**src/design/gha_pkg.sv**
```systemverilog
// Shared types, constants and helpers of the generational handle allocator.
`default_nettype none

package gha_pkg;

    localparam int MAX_ENTITIES    = 1024;
    localparam int VERSION_BITS    = 8;
    localparam int NUM_COMPONENTS  = 32;
    localparam int RESERVE_DEFAULT = 16;

    localparam int IDX_W    = 10;
    localparam int VER_W    = VERSION_BITS;
    localparam int CID_W    = 5;
    localparam int FLAG_W   = 32;
    localparam int CNT_W    = 11;
    localparam int CMD_W    = 3;
    localparam int STS_W    = 3;
    localparam int CFG_W    = 10;
    localparam int APB_DW   = 32;
    localparam int APB_AW   = 2;

    localparam int IN_TDATA_W  = 24;
    localparam int OUT_TDATA_W = 88;

    localparam logic [CMD_W-1:0] CMD_CREATE = 3'd0;
    localparam logic [CMD_W-1:0] CMD_REMOVE = 3'd1;
    localparam logic [CMD_W-1:0] CMD_ADD    = 3'd2;
    localparam logic [CMD_W-1:0] CMD_CLEAR  = 3'd3;
    localparam logic [CMD_W-1:0] CMD_QUERY  = 3'd4;
    localparam logic [CMD_W-1:0] CMD_COPY   = 3'd5;

    localparam logic [STS_W-1:0] ST_OK         = 3'd0;
    localparam logic [STS_W-1:0] ST_PRESENT    = 3'd1;
    localparam logic [STS_W-1:0] ST_ABSENT     = 3'd2;
    localparam logic [STS_W-1:0] ST_NONE_FREE  = 3'd3;
    localparam logic [STS_W-1:0] ST_NEVER      = 3'd4;

    localparam logic [APB_AW-1:0] REG_MIN_FREE = 2'd0;

    typedef struct packed {
        logic accept;
        logic reread;
        logic exec;
    } t_ctrl_cmd;

    typedef struct packed {
        logic             create_reuse;
        logic             out_blocked;
        logic [CNT_W-1:0] q_count;
        logic [CNT_W-1:0] fresh_count;
    } t_dp_sts;

    function automatic logic [IDX_W-1:0] ptr_next(input logic [IDX_W-1:0] p);
        logic [IDX_W-1:0] r;
        r = (p == IDX_W'(MAX_ENTITIES - 1)) ? '0 : p + 1'b1;
        return r;
    endfunction

endpackage

`default_nettype wire

```
**src/design/gha_ctrl.sv**
```systemverilog
// Sequencing state machine of the handle allocator.
`default_nettype none

module gha_ctrl
    import gha_pkg::*;
(
    input  wire logic      i_clk,
    input  wire logic      i_rst_n,
    input  wire logic      i_s_tvalid,
    output logic           o_s_tready,
    input  wire t_dp_sts   i_sts,
    output t_ctrl_cmd      o_cmd
);

    typedef enum logic [3:0] {
        S_IDLE   = 4'b0001,
        S_LOOK   = 4'b0010,
        S_REREAD = 4'b0100,
        S_EXEC   = 4'b1000
    } t_state;

    t_state r_state;
    t_state n_state;

    always_comb begin
        n_state    = r_state;
        o_cmd      = '0;
        o_s_tready = 1'b0;
        unique case (r_state)
            S_IDLE: begin
                o_s_tready = 1'b1;
                if (i_s_tvalid) begin
                    o_cmd.accept = 1'b1;
                    n_state      = S_LOOK;
                end
            end
            S_LOOK: begin
                if (i_sts.create_reuse) begin
                    o_cmd.reread = 1'b1;
                    n_state      = S_REREAD;
                end else if (!i_sts.out_blocked) begin
                    o_cmd.exec = 1'b1;
                    n_state    = S_IDLE;
                end
            end
            S_REREAD: begin
                n_state = S_EXEC;
            end
            S_EXEC: begin
                if (!i_sts.out_blocked) begin
                    o_cmd.exec = 1'b1;
                    n_state    = S_IDLE;
                end
            end
            default: begin
                n_state = S_IDLE;
            end
        endcase
    end

    always_ff @(posedge i_clk) begin
        if (!i_rst_n) begin
            r_state <= S_IDLE;
        end else begin
            r_state <= n_state;
        end
    end

endmodule

`default_nettype wire

```
**config.mk**
```make
export PLATFORM = sky130hd
export DESIGN_NAME = gha_ctrl
export DESIGN_NICKNAME = d
export VERILOG_FILES = /design/src/design/gha_pkg.sv /design/src/design/gha_ctrl.sv
export SDC_FILE = /design/constraint.sdc
export NUM_CORES = 1
export LEC_CHECK = 0
export ABC_AREA = 1
export BUFFER_PORTS_ARGS = -buffer_cell sky130_fd_sc_hd__buf_2
export CAP_MARGIN = 20
export CORE_AREA = 2 2 39 41
export CTS_BUF_LIST = sky130_fd_sc_hd__clkbuf_4
export DETAILED_ROUTE_END_ITERATION = 8
export DIE_AREA = 0 0 41 43
export SLEW_MARGIN = 20
export SYNTH_ARGS = -nofsm -noshare
export SYNTH_HDL_FRONTEND = slang
export SYNTH_SLANG_ARGS = --single-unit
```
**constraint.sdc**
```tcl
create_clock -name i_clk -period 1.04 [get_ports i_clk]
set_input_delay 0.052 -clock i_clk [delete_from_list [all_inputs] [get_ports i_clk]]
set_output_delay 0.052 -clock i_clk [all_outputs]
set_load 0.005 [all_outputs]
```
==> summary.md <==
| Metric | Value |
|---|---|
| Outcome | complete, but fails checks |
| Violated checks | negative setup slack |
| First-pass GRT wire length | 1100 um |
| DRT Pass-1 Iters | 3 |
| Via density per instance | 4.01 |
| Share of the synthesized area in the top cell type | 28.6% |
| Flip-flop count of the largest register after layout | 4 |
| Hold Fails Final Rpt | 0 |
| Post-CTS Hold Fix Bufs | 0 |
| Maximum clock path buffer count | 2 |
| Max Cap Viol | 0 |
| RSZ-0062 raised after global routing | yes |
| Cell Area, Synth | 280 um^2 |
| Fmax | 922 MHz |
| Post-Route WL | 642 um |
| Period utilization | 104% |
| Number of diodes | 0 |
| I/O pin total | 31 |
| CTS tree | built |
| IO buf count | 8 |
| DR WL/cell | 8.13 um |
| Initial drt markers | 3 |
| Crit path kind | reg -> out |
| Initial antenna violation count | 0 |
| Max VDD drop | 448 uV |
| Synthesized area per cell | 5.72 um^2 |
| Filler cells | 157 |
| CP Data Required Time | 990 ps |
| Synth cell types | 12 |
| Multi-input gate area | 173 um^2 |
| Least-Margin Pin Slew | 145 ps |
| Vias in the first global route | 316 |
| GP Congestion | 0.728 |
| Largest net degree at the start of global routing | 6 |
| Crit path capture type | output pin |
| CP Launch Type | flip-flop |
| Setup Skew | 7.67 ps |
| Sequential element share of the synthesized area | 28.6% |
| H-tree Lvls | 1 |
| Lkg Pwr | 0.000206 uW |
| Biggest register | r_state |
| Hold Startpoint | i_rst_n |
| Min Tclk post-route | 1080 ps |
| CP startpoint | r_state[2] |
| Pwr dens | 1410 mW/mm^2 |
| Share of layout cells above drive strength 1 | 46.0% |
| Post-DP Area | 340 um^2 |
| Worst-skew pair later-pin latency | 240 ps |
| Area Growth Syn to Fin | 50.0% |
| Mapped Nets | 76 |
| Grt total ovfl | 0 |
| Die Width | 41 um |
| Worst hold margin | 71.2 ps |
| Register bit count reported by yosys | 4 |
| Finished Core Util | 30.4% |
| Worst EP arrival | 1030 ps |
| Final setup margin | -44.5 ps |
| Sink Count | 4 |
| Slew Viols, Final | 0 |
| Design Area, Final | 420 um^2 |
| Slew margin rel. | 90.3% |
| Cts bufs inserted | 3 |
| GR Util All Layers | 9.35% |
| Reg2reg start | r_state[1] |
| Largest regs | r_state x4 |
| Yosys top cell by area | dfxtp_1 |
| Total power | 593 uW |
| Routed vias | 317 |
| CORE AREA | 0.00138 mm^2 |
| YS warnings | 0 |
| Clk root buf | clkbuf_4 |
| Clock slew at reported path FFs | 40 ps |
| Pre-CTS setup slack | 77.1 ps |
| Reg area | 92.6 um^2 |
| Most frequent cells in the layout | inv_1 (9), nand2_1 (9), nor2_1 (8), buf_2 (8), nand3_1 (5) |
| Dpl hpwl | 471 um |
| Hold crit path type | in -> reg |
| Die footprint | 0.00176 mm^2 |
| Crit-path max FO | 5 |
| Setup violators final | 3 |
| Site Rows | 14 |
| Syn Inst Count | 49 |
| Post-route DRC | 0 |
| Remaining antenna violation count | 0 |
| Net count, final | 92 |
| Initial Util | 20.3% |
| Synth area leaders | dfxtp_1 (29%), inv_1 (13%), nand2_1 (12%), nor2_1 (12%), nand3_1 (8.9%) |
| Height of the die | 43 um |
==> logic make-up (layout without fill, tap and decap cells) <==
kind of cell	after synthesis	in the layout	synth area share (%)
flops	4	4	28.6
buf+inv	12	26	16.1
compound gates	2	2	3.57
simple gates	31	31	51.8
==> power by group <==
part	switching (uW)	internal (uW)	total (uW)	leakage [uW]
combinational	104	81.0	185	0.000157
clock	70.8	129	200	0.0000138
sequential	31.5	176	208	0.0000348
total	207	387	593	0.000206
==> area by class of cell <==
cell class | count | share of cell area, %
Timing Repair Buffer | 11 | 14.9
Tap cell | 16 | 4.76
Sequential cell | 4 | 22.0
Multi-Input combinational cell | 33 | 41.1
Inverter | 12 | 11.9
Clock buffer | 3 | 5.36
==> Yosys cell counts <==
cell type   n
nor3_1      1
a21oi_1     1
nor2_1      9
o21ai_0     1
inv_1      10
nand3_2     1
nand2_2     2
nand2_1     9
nand3_1     5
inv_2       2
dfxtp_1     4
nor2_2      4
==> per-stage QoR <==
| stage | cells | setup TNS [ps] |
|---|---|---|
| floorplan | 49 | 0 |
| global placement | 73 | 0 |
| detailed placement | 73 | 0 |
| CTS | 78 | -117 |
| global route | 79 | -344 |
| finish | 79 | -107 |
==> per-layer routing <==
| layer | vias up | part of all wire, % | global-route usage, % | routed length (um) |
|---|---|---|---|---|
| met5 | - | 0 | 0 | 0 |
| met4 | 0 | 3.0 | 8.00 | 19 |
| met3 | 2 | 1.7 | 1.57 | 11 |
| met2 | 6 | 51 | 14.4 | 329 |
| met1 | 133 | 44 | 10.3 | 282 |
| li1 | 176 | - | - | - |
==> worst paths after layout <==
| path | end | slack [ps] | cells after the start |
|---|---|---|---|
| max reg2reg | r_state[0] | 70 | 6 |
| min reg2reg | r_state[3] | 520 | 2 |
| max | o_cmd[0] | -40 | 4 |
| min | r_state[1] | 70 | 3 |
==> critical path, stage by stage (launching register included) <==
cell     delay [ps]
dfxtp_2         340
nor2_4          170
nand3_1         110
nand2_2          80
buf_2           100
==> what timing repair did <==
item / in CTS / in global routing
pin swaps: 1 / 3
gates resized for setup: 12 / 2
setup endpoints to repair: 4 / 5
buffers inserted: 2 / 1
Note: power is estimated with default switching activity, not from simulation.
